===== src/design/assert_macros.svh =====
// assertion helpers shared by the rtl
// no dependencies
`ifndef ASSERT_MACROS_SVH
`define ASSERT_MACROS_SVH

// property that must hold at every clock edge outside reset
`define ASSERT_CLK(label, clk, rst_n, prop, msg) \
	label: assert property (@(posedge clk) disable iff (!rst_n) prop) else $error(msg);

// condition that must never be seen outside reset
`define ASSERT_NEVER(label, clk, rst_n, cond, msg) \
	`ASSERT_CLK(label, clk, rst_n, !(cond), msg)

`endif


===== src/design/mmac_pkg.sv =====
// types and constants for the matrix multiply-accumulate core
// no dependencies
package mmac_pkg;

	localparam int VAL_W       = 16;
	localparam int IDX_W       = 6;
	localparam int DIM_W       = 4;
	localparam int MODE_W      = 2;
	localparam int REG_IDX_W   = 3;
	localparam int STORE_DEPTH = 64;
	// sum of up to eight 16x16 products
	localparam int SUM_W       = 35;
	localparam int PROD_W      = VAL_W + SUM_W;
	localparam int ACC_W       = PROD_W + 1;
	localparam int FRAC_W      = 16;

	localparam logic [MODE_W-1:0] MODE_LOAD_A = 2'd0;
	localparam logic [MODE_W-1:0] MODE_LOAD_B = 2'd1;
	localparam logic [MODE_W-1:0] MODE_LOAD_C = 2'd2;
	localparam logic [MODE_W-1:0] MODE_START  = 2'd3;

	localparam logic [REG_IDX_W-1:0] REG_ROWS_M      = 3'd0;
	localparam logic [REG_IDX_W-1:0] REG_COLS_N      = 3'd1;
	localparam logic [REG_IDX_W-1:0] REG_INNER_K     = 3'd2;
	localparam logic [REG_IDX_W-1:0] REG_ALPHA_SCALE = 3'd3;
	localparam logic [REG_IDX_W-1:0] REG_BETA_SCALE  = 3'd4;

	typedef enum logic [3:0] {
		S_IDLE,
		S_RD,
		S_MUL,
		S_ACC,
		S_ALPHA,
		S_BETA,
		S_SUM,
		S_RESULT,
		S_OUT
	} state_t;

	// zero counts as one, anything above the cap counts as the cap
	function automatic logic [DIM_W-1:0] clamp_dim(input logic [DIM_W-1:0] v,
			input logic [DIM_W-1:0] cap);
		logic [DIM_W-1:0] r;
		r = v;
		if (v == '0) begin
			r = DIM_W'(1);
		end else if (v > cap) begin
			r = cap;
		end
		return r;
	endfunction

endpackage


===== src/design/matrix_multiply_accumulate_core.sv =====
// matrix multiply-accumulate core, C = alpha*A*B + beta*C in Q8.8
// depends on mmac_pkg, mmac_ram and assert_macros.svh
//
// Input channel (in_valid/in_ready) carries one word: mode, flat_index and
// element_value. Load words (A, B or C) write one store entry each; in_ready
// stays high while the core is idle, and in that state loads may arrive every cycle.
// A start word walks all M x N elements of C in row-major order. Each element
// runs K multiply-accumulates on the shared multiplier, each through S_RD,
// S_MUL and S_ACC, then scales by alpha in S_ALPHA and by beta in S_BETA, adds
// the two products and the rounding bias in S_BETA and S_SUM, and rounds and
// saturates into the output register in S_RESULT. The next element starts
// only once the result word is taken. The multiplier and the accumulator are shared.
// Output channel (out_valid/out_ready) carries out_index, out_value, saturated
// and last_result from an output register; while the receiver stalls the core
// holds that word and does no further work. in_ready stays low from the start
// word until the word marked last_result is taken.
// Configuration writes (cfg_wr_en, cfg_index, cfg_data) take effect at once
// and must be made only while the core is idle; the core does not enforce this.
// Reset returns the registers to M = N = K = 8, alpha = 1.0, beta = 0 and
// clears store C through per-entry valid bits; stores A and B are not cleared.
`include "assert_macros.svh"

module matrix_multiply_accumulate_core import mmac_pkg::*; #(
	parameter int MAX_DIM = 8
) (
	input  logic                        clk,
	input  logic                        arst_n,
	input  logic                        cfg_wr_en,
	input  logic [REG_IDX_W-1:0]        cfg_index,
	input  logic [VAL_W-1:0]            cfg_data,
	input  logic                        in_valid,
	output logic                        in_ready,
	input  logic [MODE_W-1:0]           mode,
	input  logic [IDX_W-1:0]            flat_index,
	input  logic signed [VAL_W-1:0]     element_value,
	output logic                        out_valid,
	input  logic                        out_ready,
	output logic [IDX_W-1:0]            out_index,
	output logic signed [VAL_W-1:0]     out_value,
	output logic                        saturated,
	output logic                        last_result
);

	localparam int DIM_CAP = (MAX_DIM < 8) ? MAX_DIM : 8;
	localparam int CNT_W   = $clog2(DIM_CAP);
	localparam logic [DIM_W-1:0] DIM_CAP_V = DIM_W'(DIM_CAP);
	localparam int RND_W   = ACC_W - FRAC_W;

	state_t state_q, state_d;

	logic [DIM_W-1:0]        rows_m_q, cols_n_q, inner_k_q;
	logic signed [VAL_W-1:0] alpha_q, beta_q;
	logic [DIM_W-1:0]        m_eff, n_eff, k_eff;

	logic [CNT_W-1:0] i_q, j_q, p_q;
	logic [IDX_W-1:0] a_base_q, a_addr_q, b_addr_q, c_idx_q;
	logic             i_last, j_last, p_last;

	logic signed [PROD_W-1:0] prod_q, prod_d;
	logic signed [ACC_W-1:0]  acc_q;
	logic signed [VAL_W-1:0]  mul_x;
	logic signed [SUM_W-1:0]  mul_y;

	logic [VAL_W-1:0]        a_rdata, b_rdata, c_rdata;
	logic signed [VAL_W-1:0] a_rd, b_rd, c_eff;
	logic [STORE_DEPTH-1:0]  c_vld_q;

	logic                    in_acc, out_acc;
	logic                    a_we, b_we, c_we;
	logic [IDX_W-1:0]        c_waddr;
	logic [VAL_W-1:0]        c_wdata;

	logic signed [RND_W-1:0] rnd;
	logic                    sat_hi, sat_lo;
	logic signed [VAL_W-1:0] q_val;

	assign in_acc  = in_valid && in_ready;
	assign out_acc = out_valid && out_ready;

	assign m_eff = clamp_dim(rows_m_q, DIM_CAP_V);
	assign n_eff = clamp_dim(cols_n_q, DIM_CAP_V);
	assign k_eff = clamp_dim(inner_k_q, DIM_CAP_V);

	assign i_last = (i_q == CNT_W'(m_eff - DIM_W'(1)));
	assign j_last = (j_q == CNT_W'(n_eff - DIM_W'(1)));
	assign p_last = (p_q == CNT_W'(k_eff - DIM_W'(1)));

	// stores
	assign a_we    = in_acc && (mode == MODE_LOAD_A);
	assign b_we    = in_acc && (mode == MODE_LOAD_B);
	assign c_we    = (in_acc && (mode == MODE_LOAD_C)) || (state_q == S_RESULT);
	assign c_waddr = (state_q == S_RESULT) ? c_idx_q : flat_index;
	assign c_wdata = (state_q == S_RESULT) ? q_val : element_value;

	mmac_ram #(.WIDTH(VAL_W), .DEPTH(STORE_DEPTH)) u_store_a (
		.clk   (clk),
		.we    (a_we),
		.waddr (flat_index),
		.wdata (element_value),
		.raddr (a_addr_q),
		.rdata (a_rdata)
	);

	mmac_ram #(.WIDTH(VAL_W), .DEPTH(STORE_DEPTH)) u_store_b (
		.clk   (clk),
		.we    (b_we),
		.waddr (flat_index),
		.wdata (element_value),
		.raddr (b_addr_q),
		.rdata (b_rdata)
	);

	mmac_ram #(.WIDTH(VAL_W), .DEPTH(STORE_DEPTH)) u_store_c (
		.clk   (clk),
		.we    (c_we),
		.waddr (c_waddr),
		.wdata (c_wdata),
		.raddr (c_idx_q),
		.rdata (c_rdata)
	);

	assign a_rd  = $signed(a_rdata);
	assign b_rd  = $signed(b_rdata);
	// an entry never written since reset reads as zero
	assign c_eff = c_vld_q[c_idx_q] ? $signed(c_rdata) : '0;

	// shared multiplier
	assign prod_d = mul_x * mul_y;

	// round to nearest (bias added earlier), then saturate
	assign rnd    = RND_W'(acc_q >>> FRAC_W);
	assign sat_hi = (rnd > RND_W'(32767));
	assign sat_lo = (rnd < -RND_W'(32768));
	assign q_val  = sat_hi ? 16'sh7fff : (sat_lo ? 16'sh8000 : rnd[VAL_W-1:0]);

	// next state
	always_comb begin
		state_d = state_q;
		case (state_q)
			S_IDLE: begin
				if (in_acc && (mode == MODE_START)) begin
					state_d = S_RD;
				end
			end
			S_RD:     state_d = S_MUL;
			S_MUL:    state_d = S_ACC;
			S_ACC:    state_d = p_last ? S_ALPHA : S_RD;
			S_ALPHA:  state_d = S_BETA;
			S_BETA:   state_d = S_SUM;
			S_SUM:    state_d = S_RESULT;
			S_RESULT: state_d = S_OUT;
			S_OUT: begin
				if (out_ready) begin
					state_d = last_result ? S_IDLE : S_RD;
				end
			end
			default:  state_d = S_IDLE;
		endcase
	end

	// outputs and multiplier operand select
	always_comb begin
		in_ready  = 1'b0;
		out_valid = 1'b0;
		mul_x     = '0;
		mul_y     = '0;
		case (state_q)
			S_IDLE: in_ready = 1'b1;
			S_MUL: begin
				mul_x = a_rd;
				mul_y = SUM_W'(b_rd);
			end
			S_ALPHA: begin
				mul_x = alpha_q;
				mul_y = $signed(acc_q[SUM_W-1:0]);
			end
			S_BETA: begin
				mul_x = beta_q;
				mul_y = SUM_W'(c_eff);
			end
			S_OUT: out_valid = 1'b1;
			default: ;
		endcase
	end

	always_ff @(posedge clk or negedge arst_n) begin
		if (!arst_n) begin
			state_q <= S_IDLE;
		end else begin
			state_q <= state_d;
		end
	end

	// configuration registers
	always_ff @(posedge clk or negedge arst_n) begin
		if (!arst_n) begin
			rows_m_q  <= DIM_W'(8);
			cols_n_q  <= DIM_W'(8);
			inner_k_q <= DIM_W'(8);
			alpha_q   <= 16'sd256;
			beta_q    <= '0;
		end else if (cfg_wr_en) begin
			case (cfg_index)
				REG_ROWS_M:      rows_m_q  <= cfg_data[DIM_W-1:0];
				REG_COLS_N:      cols_n_q  <= cfg_data[DIM_W-1:0];
				REG_INNER_K:     inner_k_q <= cfg_data[DIM_W-1:0];
				REG_ALPHA_SCALE: alpha_q   <= $signed(cfg_data);
				REG_BETA_SCALE:  beta_q    <= $signed(cfg_data);
				default: ;
			endcase
		end
	end

	// store C valid bits
	always_ff @(posedge clk or negedge arst_n) begin
		if (!arst_n) begin
			c_vld_q <= '0;
		end else if (c_we) begin
			c_vld_q[c_waddr] <= 1'b1;
		end
	end

	// element walk counters and address generation
	always_ff @(posedge clk or negedge arst_n) begin
		if (!arst_n) begin
			i_q      <= '0;
			j_q      <= '0;
			p_q      <= '0;
			a_base_q <= '0;
			a_addr_q <= '0;
			b_addr_q <= '0;
			c_idx_q  <= '0;
		end else begin
			case (state_q)
				S_IDLE: begin
					if (in_acc && (mode == MODE_START)) begin
						i_q      <= '0;
						j_q      <= '0;
						p_q      <= '0;
						a_base_q <= '0;
						a_addr_q <= '0;
						b_addr_q <= '0;
						c_idx_q  <= '0;
					end
				end
				S_ACC: begin
					if (!p_last) begin
						p_q      <= p_q + 1'b1;
						a_addr_q <= a_addr_q + 1'b1;
						b_addr_q <= b_addr_q + IDX_W'(n_eff);
					end
				end
				S_OUT: begin
					if (out_ready && !last_result) begin
						p_q     <= '0;
						c_idx_q <= c_idx_q + 1'b1;
						if (j_last) begin
							// next row of C
							i_q      <= i_q + 1'b1;
							j_q      <= '0;
							a_base_q <= a_base_q + IDX_W'(k_eff);
							a_addr_q <= a_base_q + IDX_W'(k_eff);
							b_addr_q <= '0;
						end else begin
							j_q      <= j_q + 1'b1;
							a_addr_q <= a_base_q;
							b_addr_q <= IDX_W'(j_q) + 1'b1;
						end
					end
				end
				default: ;
			endcase
		end
	end

	// accumulator and product registers
	always_ff @(posedge clk) begin
		case (state_q)
			S_IDLE: acc_q <= '0;
			S_MUL:  prod_q <= prod_d;
			S_ACC:  acc_q <= acc_q + ACC_W'(prod_q);
			S_ALPHA: prod_q <= prod_d;
			S_BETA: begin
				prod_q <= prod_d;
				acc_q  <= ACC_W'(prod_q) + ACC_W'(32768);
			end
			S_SUM:  acc_q <= acc_q + (ACC_W'(prod_q) <<< 8);
			S_OUT:  acc_q <= '0;
			default: ;
		endcase
	end

	// output word register
	always_ff @(posedge clk) begin
		if (state_q == S_RESULT) begin
			out_index   <= c_idx_q;
			out_value   <= q_val;
			saturated   <= sat_hi || sat_lo;
			last_result <= i_last && j_last;
		end
	end

	`ASSERT_NEVER(a_in_out_excl, clk, arst_n, in_ready && out_valid,
		"input and output sides active together")
	`ASSERT_CLK(a_last_to_idle, clk, arst_n,
		out_valid && out_ready && last_result |=> in_ready,
		"core not idle after last result word")
	`ASSERT_CLK(a_next_element, clk, arst_n,
		out_valid && out_ready && !last_result |=> !in_ready && !out_valid,
		"run ended before last result word")
	`ASSERT_CLK(a_start_busy, clk, arst_n,
		in_valid && in_ready && mode == MODE_START |=> !in_ready && !out_valid,
		"start word did not begin a run")

endmodule


===== src/design/mmac_ram.sv =====
// generic single-write, single-read ram with registered read data
// no dependencies
module mmac_ram #(
	parameter int WIDTH = 16,
	parameter int DEPTH = 64
) (
	input  logic                     clk,
	input  logic                     we,
	input  logic [$clog2(DEPTH)-1:0] waddr,
	input  logic [WIDTH-1:0]         wdata,
	input  logic [$clog2(DEPTH)-1:0] raddr,
	output logic [WIDTH-1:0]         rdata
);

	logic [WIDTH-1:0] mem_q [DEPTH];

	always_ff @(posedge clk) begin
		if (we) begin
			mem_q[waddr] <= wdata;
		end
		rdata <= mem_q[raddr];
	end

endmodule


===== config.mk =====
export PLATFORM = sky130hd
export DESIGN_NAME = matrix_multiply_accumulate_core
export DESIGN_NICKNAME = d
export VERILOG_FILES = /design/src/design/mmac_pkg.sv /design/src/design/matrix_multiply_accumulate_core.sv /design/src/design/mmac_ram.sv
export VERILOG_INCLUDE_DIRS = /design/src /design/src/design
export SDC_FILE = /design/constraint.sdc
export NUM_CORES = 2
export LEC_CHECK = 0
export BUFFER_PORTS_ARGS = -buffer_cell sky130_fd_sc_hd__buf_2
export CORE_MARGIN = 4
export CORE_UTILIZATION = 35
export CTS_BUF_LIST = sky130_fd_sc_hd__clkbuf_4
export DETAILED_ROUTE_END_ITERATION = 10
export SLEW_MARGIN = 15
export SYNTH_ARGS = -nofsm -noshare
export SYNTH_HDL_FRONTEND = slang
export SYNTH_SLANG_ARGS = --single-unit

===== constraint.sdc =====
create_clock -name clk -period 26.4 [get_ports clk]
set_clock_uncertainty 0.1 [all_clocks]
set_input_delay 0 -clock clk [delete_from_list [all_inputs] [get_ports clk]]
set_output_delay 0 -clock clk [all_outputs]
set_load 0.02 [all_outputs]

==> impl_results.md <==
* Min-Delay Path Depth at 4
* Initial DRC count at 9137
* Flop2flop setup slack at 13.84 ns
* Max Fanout on Critical Path at 45
* Pre-CTS setup slack at 13.86 ns
* Cell count after synthesis at 8636
* Vias in the first global route at 89800
* Largest net degree at the start of global routing at 130
* Fillers at 39800
* Post-synthesis cell type count at 77
* Slowest cell on crit path: a22oi_2
* Clk pin slew, worst setup/hold paths at 0.06 ns
* Async set-reset flop share out of synthesis at 0.0427
* Critical Path Max Stage Delay at 0.89 ns
* Post-synth EDFFs at 3199
* GPL Wtd Cong at 0.917
* Critical Path Sink Type: flip-flop
* Routed length per instance at 26.4 um
* Core footprint at 0.439 sq mm
* Post-route antenna net violation count at 0
* GRT overflow at 0
* Critical Path RT at 27.53 ns
* Slew headroom at 0.218
* Synth-to-layout area growth at 14.0%
* Peak VDD IR at 0.0000792 V
* Dpl hpwl at 267000 um
* Sequential area share after synthesis at 0.651
* Register bit total from synthesis at 3392
* R2r startpoint: c_idx_q[0]$_DFFE_PN0P_
* Worst R2R Path Depth at 30
* Crit path DAT at 13.69 ns
* Fin nets at 10500
* Delay-heaviest family, CP: adder cells
* Initial antenna violation count at 37
* Final setup fails at 0
* CTS max path bufs at 4
* Commonest cells in the synthesized netlist: edfxtp_1 (3199), mux4_2 (1029), inv_1 (634)
* Max Slew Vio Count at 0
* Most used cell, CP: fa_1
* CP Buf/Inv Count at 6
* Cells after DPL at 14500
* Net Sw Power at 6780 uW
* Port Buf Inserts at 73
* First-pass GRT wire length at 621000 um
* Post_cts resized at 0
* Yosys top cell area share at 0.622
* Max-capacitance violation count at 0
* RSZ-0062 raised after global routing: no
* Register share of total power at 0.364
* FF/Latch Area at 0.101 sq mm
* Top cells by area, synth: edfxtp_1 (62%), mux4_2 (15%), fa_1 (6.9%)
* Final core utilization at 0.401
* Leading area contributor after synthesis: edfxtp_1
* Root Buffer Master: clkbuf_4
* Top_reg_cell synth: edfxtp_1
* Mapped cell area at 0.155 sq mm
* Multi-input gate area at 0.0502 sq mm
* Die area at 0.452 sq mm
* Drt total wl at 428000 um
* Logic pwr share at 0.398
* Rows at 243
* Switch share at 0.371
* Die Ht at 673 um
* PwrDens at 104 mW/mm^2
* Pint at 11500 uW
* Clock network fraction of total power at 0.237
* CTS tree: done
* Clock Latency Late Sink at 1.64 ns
* Startpoint types: flip-flop
* Setup crit start: c_idx_q[0]$_DFFE_PN0P_
* Gr usage total at 0.187
* First-pass DRT Iterations at 8
* Worst slew pin tran at 1.17 ns
* Drt via density at 5.29
* Tcrit/Tclk final at 0.476
* H-tree depth at 6
* CTS buffer count at 847
* Share of layout cells above drive strength 1 at 0.292
* Final min period at 12.56 ns
* Setup CP Type: flip-flop to flip-flop
* Final hold vios at 0
* Fmax at 79.6 MHz
* Status: finished clean
* Die width at 673 um
* Syn Nets at 9447
* Worst Hold Class: input port to flip-flop
* Io pins at 74
* Via count at 85700
* Buffer count from post-CTS setup fixing at 0
* Hold path endpoint: alpha_q[3]$_DFFE_PN0P_
* Initial Util at 0.352
* Final TNS setup at 0 ns
* Ys Warns at 0
* Dominant cell by count in the synthesized netlist: edfxtp_1
* Final Non-Filler Cells at 16200
* Final WS setup at 13.84 ns
* Avg Synthesized Cell Area at 17.9 sq um
* Residual DRC at 0
* TritonCTS Sinks at 3392
* Min-delay src: cfg_data[3]
* Reg2reg end: prod_q[48]$_DFFE_PN_
* Pleak at 0.0606 uW
* Smallest hold slack at 0.157 ns
[power groups by stage]
stage | Sequential, uW | Combinational [uW] | Clock [uW]
after floorplan | 6490 | 5120 | 0
after global placement | 6760 | 7130 | 0
after detailed placement | 6770 | 7220 | 0
after CTS | 6650 | 7290 | 4460
after global routing | 6680 | 7950 | 4760
final | 6660 | 7280 | 4340
[logic make-up (layout without fill, tap and decap cells)]
kind of cell / Yosys count / count (layout) / synth area share
AOI/OAI and AO/OA: 668 / 668 / 0.0281
and+or+nand+nor: 1478 / 1478 / 0.0417
DFF: 3392 / 3392 / 0.651
muxes: 1099 / 1099 / 0.155
buffers and inverters: 1043 / 2690 / 0.0255
xor gates and xnor gates: 193 / 193 / 0.0109
other: 0 / 28 / 0
adders and majority gates: 763 / 763 / 0.0876
[metrics by stage]
| stage | power, uW | cell area [sq um] |
|---|---|---|
| floorplan | 11600 | 155000 |
| global route | 19400 | 176000 |
| finish | 18300 | 176000 |
| CTS | 18400 | 176000 |
| detailed placement | 14000 | 163000 |
| global placement | 13900 | 163000 |
[final cells by class]
class / instances / share of cell area
Inverter: 635 / 0.0135
Clock buffer: 1221 / 0.0520
Tap cell: 5880 / 0.0417
Timing Repair Buffer: 572 / 0.0276
Antenna cell: 28 / 0.000398
Sequential cell: 3392 / 0.571
Clock inverter: 262 / 0.00833
Multi-Input combinational cell: 4201 / 0.285
[sequential cells by signal (all words and copies together), names as in the netlist, 51 cells and up]
| signal | cells |
|---|---|
| acc_q | 52 |
| u_store_c.mem_q | 1024 |
| c_vld_q | 64 |
| prod_q | 51 |
| u_store_a.mem_q | 1024 |
| u_store_b.mem_q | 1024 |
[worst max path at each step]
stage / end / slack (ns) / cells past startpoint
final: prod_q[48]$_DFFE_PN_ / 13.84 / 30
after global routing: prod_q[48]$_DFFE_PN_ / 12.92 / 30
after CTS: prod_q[46]$_DFFE_PN_ / 13.73 / 33
after detailed placement: prod_q[46]$_DFFE_PN_ / 13.86 / 33
after global placement: prod_q[48]$_DFFE_PN_ / 13.92 / 30
after floorplan: prod_q[46]$_DFFE_PN_ / 17.69 / 33
[repair_timing]
action                                 in CTS  in global routing
hold buffers                              186                  0
endpoints found under the hold margin    6361                  0
setup endpoints to repair                   0                  0
[metal layers]
metal	track usage	share of wire	up-vias
met5	0	0.00014	-
met1	0.254	0.41	45200
met2	0.299	0.48	3920
li1	-	-	35900
met4	0.0652	0.033	8
met3	0.0378	0.082	724
[cell usage in the layout (no fill, tap or decap), types with 40 or more instances in the layout]
| master | n |
|---|---|
| fa_1 | 532 |
| xnor2_1 | 113 |
| nand2_1 | 542 |
| nor2_1 | 487 |
| nor2_2 | 74 |
| a22oi_1 | 48 |
| xor2_1 | 80 |
| or2_2 | 71 |
| buf_2 | 56 |
| dfrtp_1 | 128 |
| dfxtp_1 | 48 |
| a21oi_1 | 188 |
| nand2b_1 | 43 |
| mux4_2 | 1029 |
| clkbuf_4 | 1221 |
| edfxtp_1 | 3199 |
| nand3_1 | 54 |
| o21ai_0 | 124 |
| nand4_1 | 40 |
| buf_4 | 326 |
| clkinv_1 | 173 |
| mux2_2 | 58 |
| ha_1 | 231 |
| inv_1 | 633 |
| a21o_1 | 87 |
| dlygate4sd3_1 | 171 |
[worst reg2reg max path, delay by kind of cell, from the launching register on]
| kind | cells | cell delay [ns] |
|---|---|---|
| adders and majority gates | 7 | 3.36 |
| AOI/OAI and AO/OA | 10 | 3.22 |
| buffers and inverters | 6 | 2.05 |
| muxes | 3 | 1.63 |
| DFF | 1 | 0.87 |
| and+or+nand+nor | 3 | 0.86 |
| xor gates and xnor gates | 1 | 0.13 |
No activity file was read; power rests on OpenSTA's default activity.
